### src/rifoa_pkg.sv
package rifoa_pkg;

    typedef enum logic [1:0] {
        ST_OK      = 2'd0,
        ST_NONHEX  = 2'd1,
        ST_LENGTH  = 2'd2,
        ST_MISSING = 2'd3
    } t_status;

    typedef struct packed {
        logic        valid;
        logic [31:0] word;
        t_status     status;
    } t_result;

    localparam logic [7:0] CHAR_COMMA = 8'h2C;
    localparam logic [7:0] CHAR_NUL   = 8'h00;
    localparam logic [1:0] FMT_RIC    = 2'd2;

    typedef struct packed {
        logic       is_hex;
        logic [3:0] value;
    } t_hex;

    function automatic t_hex hex_decode(input logic [7:0] ch);
        t_hex h;
        h.is_hex = 1'b1;
        h.value  = 4'd0;
        if (ch >= 8'h30 && ch <= 8'h39) begin
            h.value = 4'(ch - 8'h30);
        end else if (ch >= 8'h61 && ch <= 8'h66) begin
            h.value = 4'(ch - 8'h57);
        end else if (ch >= 8'h41 && ch <= 8'h46) begin
            h.value = 4'(ch - 8'h37);
        end else begin
            h.is_hex = 1'b0;
        end
        return h;
    endfunction

endpackage

### src/rifoa_parse.sv
module rifoa_parse
    import rifoa_pkg::*;
#(
    parameter int FIRST_DIGITS  = 1,
    parameter int SECOND_DIGITS = 4
) (
    input  logic        i_clk,
    input  logic        i_rst_n,
    input  logic        i_en,
    input  logic        i_start_req,
    input  logic [7:0]  i_character,
    input  logic [11:0] i_opcode,
    input  logic [1:0]  i_format,
    input  logic        i_no_m1,
    output t_result     o_result
);

    typedef enum logic [1:0] {
        PH_FIRST  = 2'd0,
        PH_SECOND = 2'd1,
        PH_ERROR  = 2'd2,
        PH_IDLE   = 2'd3
    } t_phase;

    localparam logic [2:0] FIRST_LIMIT  = 3'(FIRST_DIGITS);
    localparam logic [2:0] SECOND_LIMIT = 3'(SECOND_DIGITS);

    t_phase      r_phase, n_phase;
    logic [2:0]  r_count, n_count;
    logic        r_bad, n_bad;
    logic [3:0]  r_first, n_first;
    logic [15:0] r_second, n_second;
    logic [11:0] r_opcode, n_opcode;
    t_status     r_err, n_err;

    // state as seen after an optional start
    t_phase      s_phase;
    logic [2:0]  s_count;
    logic        s_bad;
    logic [3:0]  s_first;
    logic [15:0] s_second;
    t_status     s_err;
    t_hex        hx;
    logic        fin;

    always_comb begin
        hx       = hex_decode(i_character);
        n_opcode = r_opcode;
        s_phase  = r_phase;
        s_count  = r_count;
        s_bad    = r_bad;
        s_first  = r_first;
        s_second = r_second;
        s_err    = r_err;
        if (i_start_req) begin
            n_opcode = i_opcode;
            s_count  = 3'd0;
            s_bad    = 1'b0;
            s_first  = 4'd0;
            s_second = 16'd0;
            s_err    = ST_OK;
            s_phase  = (i_format == FMT_RIC && i_no_m1) ? PH_SECOND : PH_FIRST;
        end
        n_phase  = s_phase;
        n_count  = s_count;
        n_bad    = s_bad;
        n_first  = s_first;
        n_second = s_second;
        n_err    = s_err;
        fin      = 1'b0;

        unique case (s_phase)
            PH_FIRST: begin
                if (i_character == CHAR_COMMA) begin
                    if (s_count == 3'd0) begin
                        n_err   = ST_MISSING;
                        n_phase = PH_ERROR;
                    end else if (s_bad) begin
                        n_err   = ST_NONHEX;
                        n_phase = PH_ERROR;
                    end else begin
                        n_phase = PH_SECOND;
                        n_count = 3'd0;
                        n_bad   = 1'b0;
                    end
                end else if (i_character == CHAR_NUL) begin
                    n_err   = (s_count >= FIRST_LIMIT) ? ST_LENGTH : ST_MISSING;
                    n_phase = PH_IDLE;
                    fin     = 1'b1;
                end else if (s_count >= FIRST_LIMIT) begin
                    n_err   = ST_LENGTH;
                    n_phase = PH_ERROR;
                end else begin
                    n_count = s_count + 3'd1;
                    if (hx.is_hex) n_first = hx.value;
                    else n_bad = 1'b1;
                end
            end
            PH_SECOND: begin
                if (i_character == CHAR_NUL) begin
                    if (s_count == 3'd0) n_err = ST_MISSING;
                    else if (s_bad) n_err = ST_NONHEX;
                    n_phase = PH_IDLE;
                    fin     = 1'b1;
                end else if (s_count >= SECOND_LIMIT) begin
                    n_err   = ST_LENGTH;
                    n_phase = PH_ERROR;
                end else begin
                    n_count = s_count + 3'd1;
                    if (hx.is_hex) n_second = {s_second[11:0], hx.value};
                    else n_bad = 1'b1;
                end
            end
            PH_ERROR: begin
                if (i_character == CHAR_NUL) begin
                    n_phase = PH_IDLE;
                    fin     = 1'b1;
                end
            end
            PH_IDLE: begin
            end
            default: begin
            end
        endcase

        o_result.valid  = i_en && fin;
        o_result.status = n_err;
        o_result.word   = (n_err == ST_OK)
                        ? {n_opcode[11:4], n_first, n_opcode[3:0], n_second}
                        : 32'd0;
    end

    always_ff @(posedge i_clk) begin
        if (!i_rst_n) begin
            r_phase  <= PH_FIRST;
            r_count  <= 3'd0;
            r_bad    <= 1'b0;
            r_first  <= 4'd0;
            r_second <= 16'd0;
            r_opcode <= 12'd0;
            r_err    <= ST_OK;
        end else if (i_en) begin
            r_phase  <= n_phase;
            r_count  <= n_count;
            r_bad    <= n_bad;
            r_first  <= n_first;
            r_second <= n_second;
            r_opcode <= n_opcode;
            r_err    <= n_err;
        end
    end

endmodule

### src/ri_format_operand_assembler_top.sv
// Channel  Dir  tdata                                          tuser
// s_axis   in   [7:0] character, [19:8] opcode, [21:20] format, start_req
//               [22] no_m1, [23] pad
// m_axis   out  [31:0] machine_word                            [1:0] status
//
// One character per cycle when not stalled; a result leaves in the cycle
// after its NUL is taken. The parse state updates in the accept cycle, the
// result sits in one output register, so input stalls only while that
// register is full and not taken. Synchronous active-low reset returns the
// parser to the first field with a zero opcode and empties the output register.
module ri_format_operand_assembler_top
    import rifoa_pkg::*;
#(
    parameter int FIRST_DIGITS  = 1,
    parameter int SECOND_DIGITS = 4
) (
    input  logic        i_clk,
    input  logic        i_rst_n,
    input  logic        i_s_axis_tvalid,
    output logic        o_s_axis_tready,
    input  logic [23:0] i_s_axis_tdata,   // character, opcode, format, no_m1, pad
    input  logic        i_s_axis_tuser,   // start_req
    output logic        o_m_axis_tvalid,
    input  logic        i_m_axis_tready,
    output logic [31:0] o_m_axis_tdata,   // machine_word
    output logic [1:0]  o_m_axis_tuser    // status
);

    logic        accept;
    t_result     res;
    logic        r_valid;
    logic [31:0] r_word;
    t_status     r_status;

    assign o_s_axis_tready = !r_valid || i_m_axis_tready;
    assign accept          = i_s_axis_tvalid && o_s_axis_tready;

    rifoa_parse #(
        .FIRST_DIGITS  (FIRST_DIGITS),
        .SECOND_DIGITS (SECOND_DIGITS)
    ) u_parse (
        .i_clk       (i_clk),
        .i_rst_n     (i_rst_n),
        .i_en        (accept),
        .i_start_req (i_s_axis_tuser),
        .i_character (i_s_axis_tdata[7:0]),
        .i_opcode    (i_s_axis_tdata[19:8]),
        .i_format    (i_s_axis_tdata[21:20]),
        .i_no_m1     (i_s_axis_tdata[22]),
        .o_result    (res)
    );

    always_ff @(posedge i_clk) begin
        if (!i_rst_n) begin
            r_valid <= 1'b0;
        end else if (o_s_axis_tready) begin
            r_valid <= res.valid;
        end
    end

    always_ff @(posedge i_clk) begin
        if (res.valid && o_s_axis_tready) begin
            r_word   <= res.word;
            r_status <= res.status;
        end
    end

    assign o_m_axis_tvalid = r_valid;
    assign o_m_axis_tdata  = r_word;
    assign o_m_axis_tuser  = r_status;

endmodule
### config.mk
export PLATFORM = sky130hd
export DESIGN_NAME = ri_format_operand_assembler_top
export DESIGN_NICKNAME = d
export VERILOG_FILES = /design/src/rifoa_pkg.sv /design/src/rifoa_parse.sv /design/src/ri_format_operand_assembler_top.sv
export SDC_FILE = /design/constraint.sdc
export NUM_CORES = 1
export LEC_CHECK = 0
export BUFFER_PORTS_ARGS = -buffer_cell sky130_fd_sc_hd__buf_2
export CAP_MARGIN = 10
export CORE_AREA = 3 3 90 92
export CTS_BUF_LIST = sky130_fd_sc_hd__clkbuf_8
export DETAILED_ROUTE_END_ITERATION = 12
export DIE_AREA = 0 0 93 95
export PLACE_DENSITY = 0.73
export SYNTH_ARGS = -nofsm -noshare
export SYNTH_HDL_FRONTEND = slang
export SYNTH_SLANG_ARGS = --single-unit
### constraint.sdc
create_clock -name i_clk -period 3.4 [get_ports i_clk]
set_input_delay 0.17 -clock i_clk [delete_from_list [all_inputs] [get_ports i_clk]]
set_output_delay 0.17 -clock i_clk [all_outputs]
set_load 0.02 [all_outputs]
# Word level (Yosys, flattened, before mapping)

Cells that the tools add are included.

Add/sub/neg operators: 4
Magnitude comparators: 8
Eq/ne operators: 4
Mux-type cells: 61
Reductions and logical operators: 14

Operators by type and width:

| cell                                                              | number |
|---|---|
| 2-to-1 mux 16 bit                                                 | 5 |
| 2-to-1 mux 4 bit                                                  | 9 |
| 2-to-1 mux 2 bit                                                  | 17 |
| 2-to-1 mux 3 bit                                                  | 8 |
| greater-or-equal comparator 8 x 7 -> 1 bit, second input constant | 2 |
| <= comparator 8 x 7 -> 1 bit, second input constant               | 2 |
| 2-to-1 mux 1 bit                                                  | 16 |
| 2-to-1 mux 12 bit                                                 | 1 |
| equality test 8 x 6 -> 1 bit, second input constant               | 1 |
| greater-or-equal comparator 8 x 6 -> 1 bit, second input constant | 1 |
| <= comparator 8 x 6 -> 1 bit, second input constant               | 1 |
| logical NOT 8 bit                                                 | 1 |
| subtractor 4 x 3 -> 4 bit, second input constant                  | 2 |
| logical AND 1 bit                                                 | 7 |
| case mux 2 bit (3 select lines)                                   | 1 |
| case mux 3 bit (2 select lines)                                   | 1 |
| equality test 2 bit, second input constant                        | 2 |
| logical NOT 2 bit                                                 | 2 |
| case mux 1 bit (2 select lines)                                   | 2 |
| case mux 2 bit (2 select lines)                                   | 1 |
| subtractor 4 x 1 -> 4 bit, second input constant                  | 1 |
| adder 3 x 1 -> 3 bit, second input constant                       | 1 |
| greater-or-equal comparator 3 x 1 -> 1 bit, second input constant | 1 |
| greater-or-equal comparator 3 bit, second input constant          | 1 |
| 5 further kinds                                                   | 5 |

Register bits: 75
Word-level logic and storage cells: 101

# Depth between registers and ports, before layout

Gate-level depths: netlist of the first run.

Depth after elaboration: 10
Mapped depth: 12
Gate-level depth less buffers: 9

# Cells and area by module

Synthesis of the first run repeated with hierarchy kept, for this count alone.

Cell total of the unflattened synthesis: 385
Area, all modules: 4050.1 µm²

Modules (own cells, without submodules):

| module                          | instances | cells an instance | area an instance (µm²) | seq. area each (µm²) |
|---|---|---|---|---|
| rifoa_parse                     | 1         | 345               | 2965.3                 | 800.8 |
| ri_format_operand_assembler_top | 1         | 40                | 1084.8                 | 1041.0 |

# Worst setup path before layout of the first run

OpenSTA, ideal clock, no wires.

Path type: input-to-reg
Start: input port i_s_axis_tuser
End: register r_word[0] (netlist: o_m_axis_tdata[0]) (enable)
Arrival: 2.384 ns
Slack: 0.628 ns
Cell stages on the path: 10
Buffers on the path: 3
Cell sequence: buf_2 > inv_1 > clkbuf_1 > a21oi_1 > ha_1 > clkbuf_1 > inv_1 > a21oi_1 > o21ai_0 > inv_1

Word-level cells in the longest chain between the ends: 6
Elaborated cells on any way between the ends: 8
Classes of those cells: 2 x eq/ne; 2 x mux; 4 x reduce/logical

RTL lines:

| item                                                                | RTL line                              | source |
|---|---|---|
| start: declaration                                                  | ri_format_operand_assembler_top.sv:22 | `input logic i_s_axis_tuser,` |
| 2-to-1 mux 2 bit (*)                                                | rifoa_parse.sv:55                     | `if (i_start_req) begin` |
| equality test 2 x 1 -> 1 bit or equality test 2 bit (tied branches) | rifoa_parse.sv:72                     | `unique case (s_phase)` |
| OR reduction 2 bit (no source line)                                 | -                                     |  |
| case mux 1 bit (2 select lines) (*)                                 | rifoa_parse.sv:72                     |  |
| logical AND 1 bit (*)                                               | rifoa_parse.sv:126                    | `o_result.valid = i_en && fin;` |
| logical AND 1 bit (*)                                               | ri_format_operand_assembler_top.sv:62 | `if (res.valid && o_s_axis_tready) begin` |
| end signal: assignment                                              | ri_format_operand_assembler_top.sv:63 | `r_word <= res.word;` |
| end: declaration                                                    | ri_format_operand_assembler_top.sv:32 | `logic [31:0] r_word;` |

Mark *: on every way between the ends. The rest lies on a longest branch, timed or not.
A chain may end at the register's enable or synchronous reset.

# Final worst setup path of the first run

Start: register u_parse.r_phase[0]
End: register r_word[3] (netlist: o_m_axis_tdata[3]), data pin

Word-level cells in the longest chain between the ends: 4
Elaborated cells on any way between the ends: 6
Classes of those cells: 1 x eq/ne; 3 x mux; 2 x reduce/logical

RTL lines:

| item                                                              | RTL line           | source |
|---|---|---|
| start: declaration                                                | rifoa_parse.sv:28  | `t_phase r_phase, n_phase;` |
| start signal: assignment                                          | rifoa_parse.sv:143 | `r_phase <= n_phase;` |
| 2-to-1 mux 2 bit (*)                                              | rifoa_parse.sv:55  |  |
| equality test 2 x 1 -> 1 bit or logical NOT 2 bit (tied branches) | rifoa_parse.sv:72  |  |
| case mux 2 bit (2 select lines)                                   | rifoa_parse.sv:72  |  |
| logical NOT 2 bit                                                 | rifoa_parse.sv:128 | `o_result.word = (n_err == ST_OK)` |

Marks and branches as above.

==> summary.md, run 1 <==
| Metric | Value |
|---|---|
| Floorplan die area | `8840 um^2` |
| Die height | `95 um` |
| Clock-pin slew reported for the worst setup and hold paths after clock tree synthesis | `90 ps` |
| Most common flop cell mapped by yosys | `dfxtp_1` |
| Worst setup path class | `flip-flop to flip-flop` |
| Most frequent cells in the layout | `buf_2, dfxtp_1, nand2_1, edfxtp_1, mux2i_1` |
| Avg Synthesized Cell Area | `10.3 um^2` |
| Via count of the first global-routing pass | `2984` |
| Area taken by multi-input logic gates | `1980 um^2` |
| Min-Delay Startpoint | `i_s_axis_tdata[15]` |
| Relative max-transition margin | `29.0%` |
| Final clock skew | `8.68 ps` |
| Net Count, Synth | `426` |
| Hold buffers post-CTS | `0` |
| Ratio of final minimum period to clock period | `80.4%` |
| Portion of the post-synthesis area used by sequential elements | `46.1%` |
| Port Buf Inserts | `63` |
| Worst min-delay path endpoint | `u_parse.r_opcode[7]` |
| Total Neg Setup Slack | `0 ps` |
| Placed wire-length estimate after detailed placement | `6150 um` |
| Via total after detailed routing | `3226` |
| Fraction of synthesized cell area taken by the top area cell type | `25.6%` |
| Highest fanout seen on the critical path | `33` |
| Area Overhead vs Synth | `14.2%` |
| Reg2Reg Setup Slack | `670 ps` |
| CTS resizes | `0` |
| Number of cells traversed by the worst register-to-register path | `9` |
| Maximum clock frequency | `0.366 GHz` |
| Placed Cells | `531` |
| Data arrival time of the worst path | `2800 ps` |
| FILL cells | `639` |
| Detailed-routing wirelength on met1 | `3970 um` |
| Startpoint kind of the worst setup timing path | `flip-flop` |
| Worst r2r dst | `o_m_axis_tdata[3]` |
| Time the worst path needs with I/O delays and setup | `2730 ps` |
| DR WL met2 | `4430 um` |
| Unique cell type count in the Yosys netlist | `62` |
| Origin of the critical flop-to-flop path | `u_parse.r_phase[0]` |
| Number of clock sinks seen by CTS | `75` |
| Final-report max-slew violation count | `0` |
| Post-Syn Area | `3990 um^2` |
| Hold Slack | `68.3 ps` |
| Number of DRC markers in iteration 0 | `162` |
| Width of the die | `93 um` |
| Final number of hold-violating endpoints | `0` |
| Via-per-instance ratio | `5.90` |
| Max-cap viol count | `0` |
| Required time of the worst setup path | `3470 ps` |
| Ports placed on the boundary | `65` |
| Endpoint class of the critical path | `flip-flop` |
| Peak supply drop | `0.000192 V` |
| Proportion of layout cells with a drive suffix above 1 | `25.9%` |
| Hold depth | `3` |
| Global-route usage over all layers | `21.1%` |
| Hold Path Class | `input port to flip-flop` |
| Effective utilization at floorplan | `54.7%` |
| Most common cell after layout, fill and taps aside | `buf_2` |
| Maximum number of pins on one net before global-route repair | `35` |
| Post-layout utilization of the core | `62.5%` |
| Root buffer cell | `clkbuf_8` |
| Clock insertion delay at the later pin of the skew report | `340 ps` |
| Cells after Synth | `386` |
| Yosys Warn Count | `0` |
| First-pass iteration count of the detailed router | `4` |
| TritonCTS clock tree | `built` |
| Area leader, netlist | `edfxtp_1` |
| Actual slew at the worst max-slew pin | `1060 ps` |
| Detailed-route wire length per cell | `16.3 um` |
| Total number of placement rows | `31` |
| Cell Pwr Density | `406 nW/um^2` |
| Final antenna-violating net count | `0` |
| Nets | `483` |
| Total wire length | `8930 um` |
| Run status | `complete, no violations` |
| Number of endpoints failing setup at the final stage | `0` |
| Number of buffers inserted during clock tree synthesis | `9` |
| Final antenna diode count | `0` |
| Static Leak | `1.75 nW` |
| Core ar. | `7290 um^2` |
| Final global-route overflow total | `0` |
| Level count of the clock H-tree | `3` |
| Share of synthesized flip-flops with an asynchronous set or reset | `0%` |
| Number of flip-flops and latches in the synthesized netlist | `75` |
| Unrepaired setup endpoints after global routing | `no` |
| Number of standard cells in the layout, taps in and fillers out | `547` |
| DRC errors left | `0` |
| Maximum buffer depth of the clock tree | `2` |
| Post-CTS setup repair buffer count | `0` |
| First-pass GRT wire length | `14700 um` |
| Routed wl met3 | `430 um` |
| Top cells by area in the synthesized netlist | `edfxtp_1, dfxtp_1, mux2i_1` |
| Combined flip-flop and latch cell area | `1840 um^2` |
| Top routing layer in use | `met4` |
| Number of antenna violations at the first check in global routing | `0` |
| Global placement routability congestion | `0.902` |
| EDFF count, synth | `34` |
## stage by stage
| stage | power [mW] | cell area, um^2 | worst slack, ps |
|---|---|---|---|
| detailed placement | 1.23 | 4380 | 513 |
| finish | 1.85 | 4560 | 666 |
| CTS | 1.86 | 4560 | 687 |
| global placement | 1.23 | 4380 | 558 |
| global route | 1.94 | 4560 | 515 |
| floorplan | 1.16 | 3990 | 628 |
## routing by layer
metal  vias up  track usage, %
li1       1581               -
met1      1540            27.9
met2        95            35.6
met3        10            4.46
met4         0            4.88
met5         -               0
## final cells by class
class / instances / share of cell area, %
clock buffer: 9 / 2.72
tap: 99 / 2.72
multi-input combinational: 272 / 43.4
timing repair buffer: 72 / 8.40
inverter: 13 / 1.07
clock inverter: 7 / 1.32
sequential: 75 / 40.4
## Yosys cell counts (2+ instances only)
master,instances
dfxtp_1,41
nand2_1,38
edfxtp_1,34
mux2i_1,28
a21oi_1,23
nor3_1,22
a32o_1,16
o21ai_0,16
clkbuf_1,13
inv_1,13
ha_1,11
nand3_1,11
buf_2,9
a211oi_1,8
nor2_1,8
nor2b_1,8
nor4_2,8
a31oi_1,6
nand2b_1,6
nor4_1,5
o21bai_1,4
o22ai_1,4
and3_1,3
o211ai_1,3
a21o_1,2
a31o_2,2
buf_4,2
buf_6,2
nand4_1,2
nor3_2,2
o21ai_1,2
o21ai_2,2
o2bb2ai_1,2
or4b_4,2
## critical path, stage by stage (launching register included)
cell and delay [ps]:
dfxtp_1 340, a21oi_1 140, inv_1 130, ha_1 350
or4b_1 460, a21oi_1 170, o21ai_1 170, a31oi_4 180
buf_4 390, a211oi_1 110
## sequential cells by signal (all words and copies together) (netlist names)
signal,cells
o_m_axis_tdata,32
o_m_axis_tuser,2
o_m_axis_tvalid,1
u_parse.r_bad,1
u_parse.r_count,3
u_parse.r_err,2
u_parse.r_first,4
u_parse.r_opcode,12
u_parse.r_phase,2
u_parse.r_second,16
## report_power, final
part | internal, mW | leakage (nW) | total (mW) | switching, mW
clock network | 0.276 | 0.0844 | 0.635 | 0.359
registers | 0.955 | 0.621 | 0.965 | 0.0102
logic | 0.0859 | 1.04 | 0.249 | 0.164
## cells by family after synthesis
family                     count (synthesis)  share of synthesized area (%)
AOI/OAI and AO/OA                        105                           19.3
DFF                                       75                           46.1
adders and majority gates                 11                           3.45
muxes                                     30                           7.59
buffers and inverters                     39                           4.51
and+or+nand+nor                          126                           19.0
## worst max-delay path by stage
| stage | startpoint | endpoint | slack (ps) | depth (start not counted) |
|---|---|---|---|---|
| finish | u_parse.r_phase[0] | o_m_axis_tdata[3] | 670 | 9 |
| CTS | u_parse.r_phase[0] | o_m_axis_tdata[3] | 690 | 9 |
| floorplan | i_s_axis_tuser | o_m_axis_tdata[0] | 630 | 10 |
| global route | u_parse.r_phase[0] | o_m_axis_tdata[0] | 510 | 9 |
| detailed placement | i_s_axis_tuser | o_m_axis_tdata[3] | 510 | 10 |
| global placement | i_s_axis_tuser | o_m_axis_tdata[3] | 560 | 10 |
Power figures use the tool's default switching activity.
==> run 2: changes to the inputs <==
==> constraint.sdc (replaced) <==
create_clock -name i_clk -period 2.7 [get_ports i_clk]
set_input_delay 0.135 -clock i_clk [delete_from_list [all_inputs] [get_ports i_clk]]
set_output_delay 0.135 -clock i_clk [all_outputs]
set_load 0.02 [all_outputs]
==> run 2 against run 1 <==
Effect of this change: die area unchanged; highest routed layer unchanged; largest power group unchanged; via count about the same; fmax up 10%; clock skew down 1.3 ps; utilization up 1.3 points; register-to-register slack worse by 440 ps; critical path type unchanged.
==> summary.md, run 2 (synthesis gave the netlist of run 1 again) <==
| Metric | Value |
|---|---|
| Level count of the clock H-tree | `3 (unchanged)` |
| Via count of the first global-routing pass | `3177 (+6.5%)` |
| Final global-route overflow total | `0 (unchanged)` |
| Final-report max-slew violation count | `0 (unchanged)` |
| Area Overhead vs Synth | `16.6%` |
| Hold Path Class | `input port to flip-flop` |
| Total number of placement rows | `31 (unchanged)` |
| Maximum number of pins on one net before global-route repair | `35 (unchanged)` |
| Placement Cell Area | `4450 um^2 (+1.7%)` |
| Relative max-transition margin | `41.2% (+12 points)` |
| Clock insertion delay at the later pin of the skew report | `360 ps (+20 ps)` |
| Port Buf Inserts | `63 (unchanged)` |
| First-pass iteration count of the detailed router | `5 (+1)` |
| Required time of the worst setup path | `2790 ps (-680 ps)` |
| Total wire length | `9140 um (+2.4%)` |
| First-pass GRT wire length | `15200 um (+3.3%)` |
| Actual slew at the worst max-slew pin | `882 ps (-182 ps)` |
| CTS resizes | `0 (unchanged)` |
| Nets | `489 (+1.2%)` |
| Number of flip-flops under the largest register name | `32 (unchanged)` |
| Via total after detailed routing | `3227 (+0.031%)` |
| Number of antenna violations at the first check in global routing | `0 (unchanged)` |
| Width of the die | `93 um (unchanged)` |
| Run status | `complete, no violations` |
| Die height | `95 um (unchanged)` |
| Ports placed on the boundary | `65 (unchanged)` |
| Global-route usage over all layers | `21.9% (+0.80 points)` |
| Effective utilization at floorplan | `54.7% (unchanged)` |
| Time the worst path needs with I/O delays and setup | `2470 ps (-259 ps)` |
| Hold buffers post-CTS | `0 (unchanged)` |
| Floorplan die area | `8840 um^2 (unchanged)` |
| Max-cap viol count | `0 (unchanged)` |
| Maximum clock frequency | `0.404 GHz (+10%)` |
| DRC errors left | `0 (unchanged)` |
| Most frequent cells in the layout | `buf_2, dfxtp_1, nand2_1, edfxtp_1, mux2i_1` |
| Via-per-instance ratio | `5.84 (-1.1%)` |
| Placement-stage worst setup slack | `161 ps (-352 ps)` |
| Reg2Reg Setup Slack | `230 ps (-440 ps)` |
| Final clock skew | `7.37 ps (-1.32 ps)` |
| TritonCTS clock tree | `built` |
| Placed wire-length estimate after detailed placement | `6420 um (+4.3%)` |
| Total Neg Setup Slack | `0 ps (unchanged)` |
| Proportion of layout cells with a drive suffix above 1 | `27.1% (+1.2 points)` |
| Highest fanout seen on the critical path | `33 (unchanged)` |
| Post-CTS setup repair buffer count | `0 (unchanged)` |
| Final antenna diode count | `0 (unchanged)` |
| Worst setup path class | `flip-flop to flip-flop` |
| Cell Pwr Density | `526 nW/um^2 (+30%)` |
| Layout Cell Area excl Fill | `4660 um^2 (+2.1%)` |
| Unrepaired setup endpoints after global routing | `no` |
| Number of buffers inserted during clock tree synthesis | `9 (unchanged)` |
| Peak supply drop | `0.000264 V (+38%)` |
| Global placement routability congestion | `0.948 (+5.1%)` |
| Core ar. | `7290 um^2 (unchanged)` |
| Detailed-route wire length per cell | `16.5 um (+1.3%)` |
| Static Leak | `1.79 nW (+2.2%)` |
| Number of clock sinks seen by CTS | `75 (unchanged)` |
| Data arrival time of the worst path | `2570 ps (-230 ps)` |
| Ratio of final minimum period to clock period | `91.6% (+11 points)` |
| Endpoint class of the critical path | `flip-flop` |
| Final antenna-violating net count | `0 (unchanged)` |
| Final number of hold-violating endpoints | `0 (unchanged)` |
| Most common cell after layout, fill and taps aside | `buf_2` |
| Worst-case setup margin in the final layout | `226 ps (-441 ps)` |
| Number of DRC markers in iteration 0 | `155 (-4.3%)` |
| Startpoint kind of the worst setup timing path | `flip-flop` |
| Maximum buffer depth of the clock tree | `2 (unchanged)` |
| Clock-pin slew reported for the worst setup and hold paths after clock tree synthesis | `90 ps (about the same)` |
| Number of endpoints failing setup at the final stage | `0 (unchanged)` |
| FILL cells | `640 (+0.16%)` |
| Root buffer cell | `clkbuf_8` |
[run 2: where the power goes]
part | internal, mW | switching (mW) | total, mW
combinational | 0.123 | 0.209 | 0.332
clock | 0.443 | 0.461 | 0.904
sequential | 1.20 | 0.0130 | 1.22
total | 1.77 | 0.683 | 2.45
[run 2: final cells by class]
| class | instances | area, um^2 | share of cell area, % |
|---|---|---|---|
| Clock inverter | 7 | 82.6 | 1.77 |
| Clock buffer | 9 | 124 | 2.66 |
| Tap cell | 99 | 124 | 2.66 |
| Timing Repair Buffer | 78 | 453 | 9.73 |
| Sequential cell | 75 | 1840 | 39.6 |
| Multi-Input combinational cell | 272 | 1980 | 42.5 |
| Inverter | 13 | 52.6 | 1.13 |
[run 2: critical path, stage by stage (launching register included)]
cell and delay (ps):
dfxtp_1 350, nand2b_1 190, ha_1 370, or4b_1 470, a21oi_1 160, o21ai_1 140
a31oi_4 210, buf_12 220, nor4_1 80
[run 2: worst paths after layout]
check | to | depth (start not counted) | from
worst max-delay path | o_m_axis_tdata[4] | 8 | u_parse.r_phase[1]
worst min-delay path | u_parse.r_opcode[4] | 3 | i_s_axis_tdata[12]
worst max register to register | o_m_axis_tdata[4] | 8 | u_parse.r_phase[1]
worst min register to register | u_parse.r_opcode[7] | 2 | u_parse.r_opcode[7]
[run 2: metal layers]
layer	GRT usage, %	vias to the layer above	wire length [um]
met2	37.3	98	4620
li1	-	1599	-
met5	0	-	0
met4	8.91	0	185
met3	4.94	18	522
met1	26.9	1512	3820
[run 2: stage by stage]
stage	power [mW]	instances	hold WS [ps]	utilization, %
after detailed placement	1.57	537	394	61.0
after global placement	1.56	537	390	61.0
after floorplan	1.47	386	271	-
after global routing	2.56	553	28.3	63.8
after CTS	2.46	553	8.16	63.8
final	2.45	553	18.9	63.8
==> run 3: changes to the inputs <==
--- a/config.mk
+++ b/config.mk
@@ -7,11 +7,12 @@
 export LEC_CHECK = 0
 export BUFFER_PORTS_ARGS = -buffer_cell sky130_fd_sc_hd__buf_2
 export CAP_MARGIN = 10
-export CORE_AREA = 3 3 90 92
+export CORE_AREA = 3 3 87 89
 export CTS_BUF_LIST = sky130_fd_sc_hd__clkbuf_8
 export DETAILED_ROUTE_END_ITERATION = 12
-export DIE_AREA = 0 0 93 95
-export PLACE_DENSITY = 0.73
+export DIE_AREA = 0 0 90 92
+export PLACE_DENSITY = 0.78
+export REMOVE_ABC_BUFFERS = 1
 export SYNTH_ARGS = -nofsm -noshare
 export SYNTH_HDL_FRONTEND = slang
 export SYNTH_SLANG_ARGS = --single-unit
==> constraint.sdc (replaced) <==
create_clock -name i_clk -period 2.7 [get_ports i_clk]
set_input_delay 0.405 -clock i_clk [delete_from_list [all_inputs] [get_ports i_clk]]
set_output_delay 0.405 -clock i_clk [all_outputs]
set_load 0.02 [all_outputs]
==> run 3 against run 2 <==
Effect of this change: clock-buffer cell count rose by 1; fmax is 1.2% higher; cell count increased by 2.4%; critical path depth increased by 4; sequential power about the same; combinational power grew 9.0%; total power up 4.6%; clock skew hardly changed; non-clock buffer count up 16; die area down 6.3%; sequential cell count is the same; worst setup slack gained 29 ps; critical path type is now input port to flip-flop.
==> summary.md, run 3 (synthesis gave the netlist of run 1 again) <==
| Metric | Value |
|---|---|
| Reg2Reg Setup Slack | `350 ps (+120 ps)` |
| Total number of placement rows | `30 (-3.2%)` |
| Hold depth | `3 (unchanged)` |
| Max-cap viol count | `0 (unchanged)` |
| Area Overhead vs Synth | `20.7%` |
| Hold buffers post-CTS | `0 (unchanged)` |
| Startpoint kind of the worst setup timing path | `input port` |
| Min-Delay Startpoint | `i_s_axis_tdata[16]` |
| First-pass iteration count of the detailed router | `4 (-1)` |
| Port Buf Inserts | `63 (unchanged)` |
| First-pass GRT wire length | `15800 um (+4.0%)` |
| Unrepaired setup endpoints after global routing | `no` |
| Root buffer cell | `clkbuf_8` |
| Placed wire-length estimate after detailed placement | `6720 um (+4.7%)` |
| Number of buffers and inverters on the critical path | `5 (+4)` |
| Required time of the worst setup path | `2860 ps (+70 ps)` |
| Switching power summed over all nets | `0.661 mW (-3.1%)` |
| Final number of hold-violating endpoints | `0 (unchanged)` |
| TritonCTS clock tree | `built` |
| Endpoint class of the critical path | `flip-flop` |
| Ratio of final minimum period to clock period | `90.6% (-1.1 points)` |
| Worst r2r dst | `o_m_axis_tdata[15]` |
| Via count of the first global-routing pass | `3333 (+4.9%)` |
| Width of the die | `90 um (-3.2%)` |
| Number of buffers inserted during clock tree synthesis | `9 (unchanged)` |
| Highest fanout seen on the critical path | `33 (unchanged)` |
| Hold Path Class | `input port to flip-flop` |
| Final-report max-slew violation count | `0 (unchanged)` |
| Clock-pin slew reported for the worst setup and hold paths after clock tree synthesis | `80 ps (about the same)` |
| Logic gate share of total power | `14.1% (+0.6 points)` |
| Actual slew at the worst max-slew pin | `788 ps (-94.7 ps)` |
| Via total after detailed routing | `3417 (+5.9%)` |
| Post-CTS setup repair buffer count | `0 (unchanged)` |
| Routed wl met3 | `558 um (+6.9%)` |
| Maximum number of pins on one net before global-route repair | `35 (unchanged)` |
| Peak supply drop | `0.000378 V (+43%)` |
| Run status | `complete, no violations` |
| Number of clock sinks seen by CTS | `75 (unchanged)` |
| PnR Total Power | `2.56 mW (+4.6%)` |
| Number of standard cells in the layout, taps in and fillers out | `566 (+2.4%)` |
| Top routing layer in use | `met4` |
| Nets | `505 (+3.3%)` |
| Number of endpoints failing setup at the final stage | `0 (unchanged)` |
| Number of DRC markers in iteration 0 | `165 (+6.5%)` |
| Die height | `92 um (-3.2%)` |
| Cell type group with the largest total delay on the critical path | `buffers and inverters` |
| Final antenna-violating net count | `0 (unchanged)` |
| FILL cells | `550 (-14%)` |
| Final antenna diode count | `0 (unchanged)` |
| Origin of the critical flop-to-flop path | `u_parse.r_phase[0]` |
| Number of antenna violations at the first check in global routing | `0 (unchanged)` |
| Sequential power share | `47.5% (-2.1 points)` |
| Worst setup path class | `input port to flip-flop` |
| Global placement routability congestion | `0.953 (+0.61%)` |
| Total wire length | `9740 um (+6.5%)` |
| Time the worst path needs with I/O delays and setup | `2450 ps (-29.3 ps)` |
| Number of cells traversed by the worst register-to-register path | `10 (+2)` |
| Final global-route overflow total | `0 (unchanged)` |
| CTS resizes | `0 (unchanged)` |
| Detailed-route wire length per cell | `17.2 um (+4.1%)` |
| Cell Pwr Density | `532 nW/um^2 (+1.0%)` |
| Global-route usage over all layers | `23.9% (+2.0 points)` |
| Detailed-routing wirelength on met1 | `4020 um (+5.4%)` |
| Proportion of layout cells with a drive suffix above 1 | `29.4% (+2.3 points)` |
| Clk pwr share | `38.4% (+1.5 points)` |
| Via-per-instance ratio | `6.04 (+3.5%)` |
| Maximum buffer depth of the clock tree | `2 (unchanged)` |
| Switching part of the total power | `25.8% (-2.0 points)` |
| Data arrival time of the worst path | `2600 ps (+30 ps)` |
| CP peak stage delay | `290 ps (-180 ps)` |
| Placed Cells | `550 (+2.4%)` |
| Worst min-delay path endpoint | `u_parse.r_opcode[8]` |
| DRC errors left | `0 (unchanged)` |
| Ports placed on the boundary | `65 (unchanged)` |
| Effective utilization at floorplan | `58.4% (+3.7 points)` |
| Number of flip-flops under the largest register name | `32 (unchanged)` |
| Level count of the clock H-tree | `3 (unchanged)` |
| DR WL met2 | `4910 um (+6.2%)` |
| Internal power summed over all cells | `1.90 mW (+7.5%)` |
| Relative max-transition margin | `47.3% (+6.1 points)` |
| Crit path cell chain | `buf_2 -> and4b_1 -> a21oi_1 -> inv_1 -> ha_1 -> buf_4 -> inv_1 -> a211oi_1 -> o21ai_1 -> a31oi_4 -> buf_12 -> nor4_1` |
| Floorplan die area | `8280 um^2 (-6.3%)` |
| Static Leak | `1.90 nW (+6.1%)` |
| Most frequent cells in the layout | `buf_2, dfxtp_1, nand2_1, edfxtp_1, mux2i_1` |
| Most Frequent Cell on Critical Path | `inv_1` |
| Maximum clock frequency | `0.409 GHz (+1.2%)` |
| Cell with the biggest individual delay on the critical path | `nor4_1` |
| Core ar. | `6830 um^2 (-6.3%)` |
| Final clock skew | `7.48 ps (+0.109 ps)` |
| Most common cell after layout, fill and taps aside | `buf_2` |
| Clock insertion delay at the later pin of the skew report | `350 ps (about the same)` |
==> run 3: worst reg2reg max path, cell delays in order (launching register included) <==
cell,delay (ps)
dfxtp_1,320
a21oi_1,190
inv_1,100
ha_1,270
buf_4,170
inv_1,160
a211oi_1,80
o21ai_1,250
a31oi_4,140
buf_12,180
nor4_1,310
==> run 3: worst max-delay path by stage <==
stage | end | startpoint | cells past startpoint | slack [ps]
6_report | o_m_axis_tdata[15] | i_s_axis_tuser | 12 | 250
3_5_place_dp | o_m_axis_tdata[15] | i_s_axis_tuser | 12 | -70
4_1_cts | o_m_axis_tdata[15] | i_s_axis_tuser | 12 | 290
2_1_floorplan | o_m_axis_tdata[16] | i_s_axis_tuser | 9 | -460
3_3_place_gp | o_m_axis_tdata[4] | i_s_axis_tuser | 11 | 20
5_1_grt | o_m_axis_tdata[15] | i_s_axis_tuser | 12 | 70
==> run 3: metrics by stage <==
step / cell area (um^2) / hold WS (ps) / setup slack, ps / util, % / TNS, ps
floorplan: 3860 / 436 / -462 / - / -15050
global placement: 4590 / 441 / 15.3 / 67.1 / 0
detailed placement: 4590 / 446 / -72.8 / 67.1 / -393
CTS: 4820 / 287 / 286 / 70.5 / 0
global route: 4820 / 300 / 68.0 / 70.5 / 0
finish: 4820 / 297 / 255 / 70.5 / 0
==> run 3: power groups by stage <==
stage | logic (mW) | registers [mW] | clock network, mW
CTS | 0.360 | 1.22 | 0.995
finish | 0.362 | 1.22 | 0.984
global placement | 0.348 | 1.24 | 0
floorplan | 0.190 | 1.24 | 0
detailed placement | 0.358 | 1.24 | 0
global route | 0.394 | 1.22 | 1.04
==> run 3: cell type report <==
cell class / instances / area, um^2 / area share [%]
clock inverter: 6 / 93.8 / 1.95
sequential: 75 / 1840 / 38.2
multi-input combinational: 272 / 1980 / 41.1
tap: 96 / 120 / 2.49
clock buffer: 10 / 138 / 2.86
timing repair buffer: 94 / 598 / 12.4
inverter: 13 / 48.8 / 1.01
==> run 3: per-layer routing <==
layer	up-vias	track usage, %
met5	-	0
met2	118	41.6
met4	0	10.2
li1	1635	-
met3	24	6.32
met1	1640	27.9
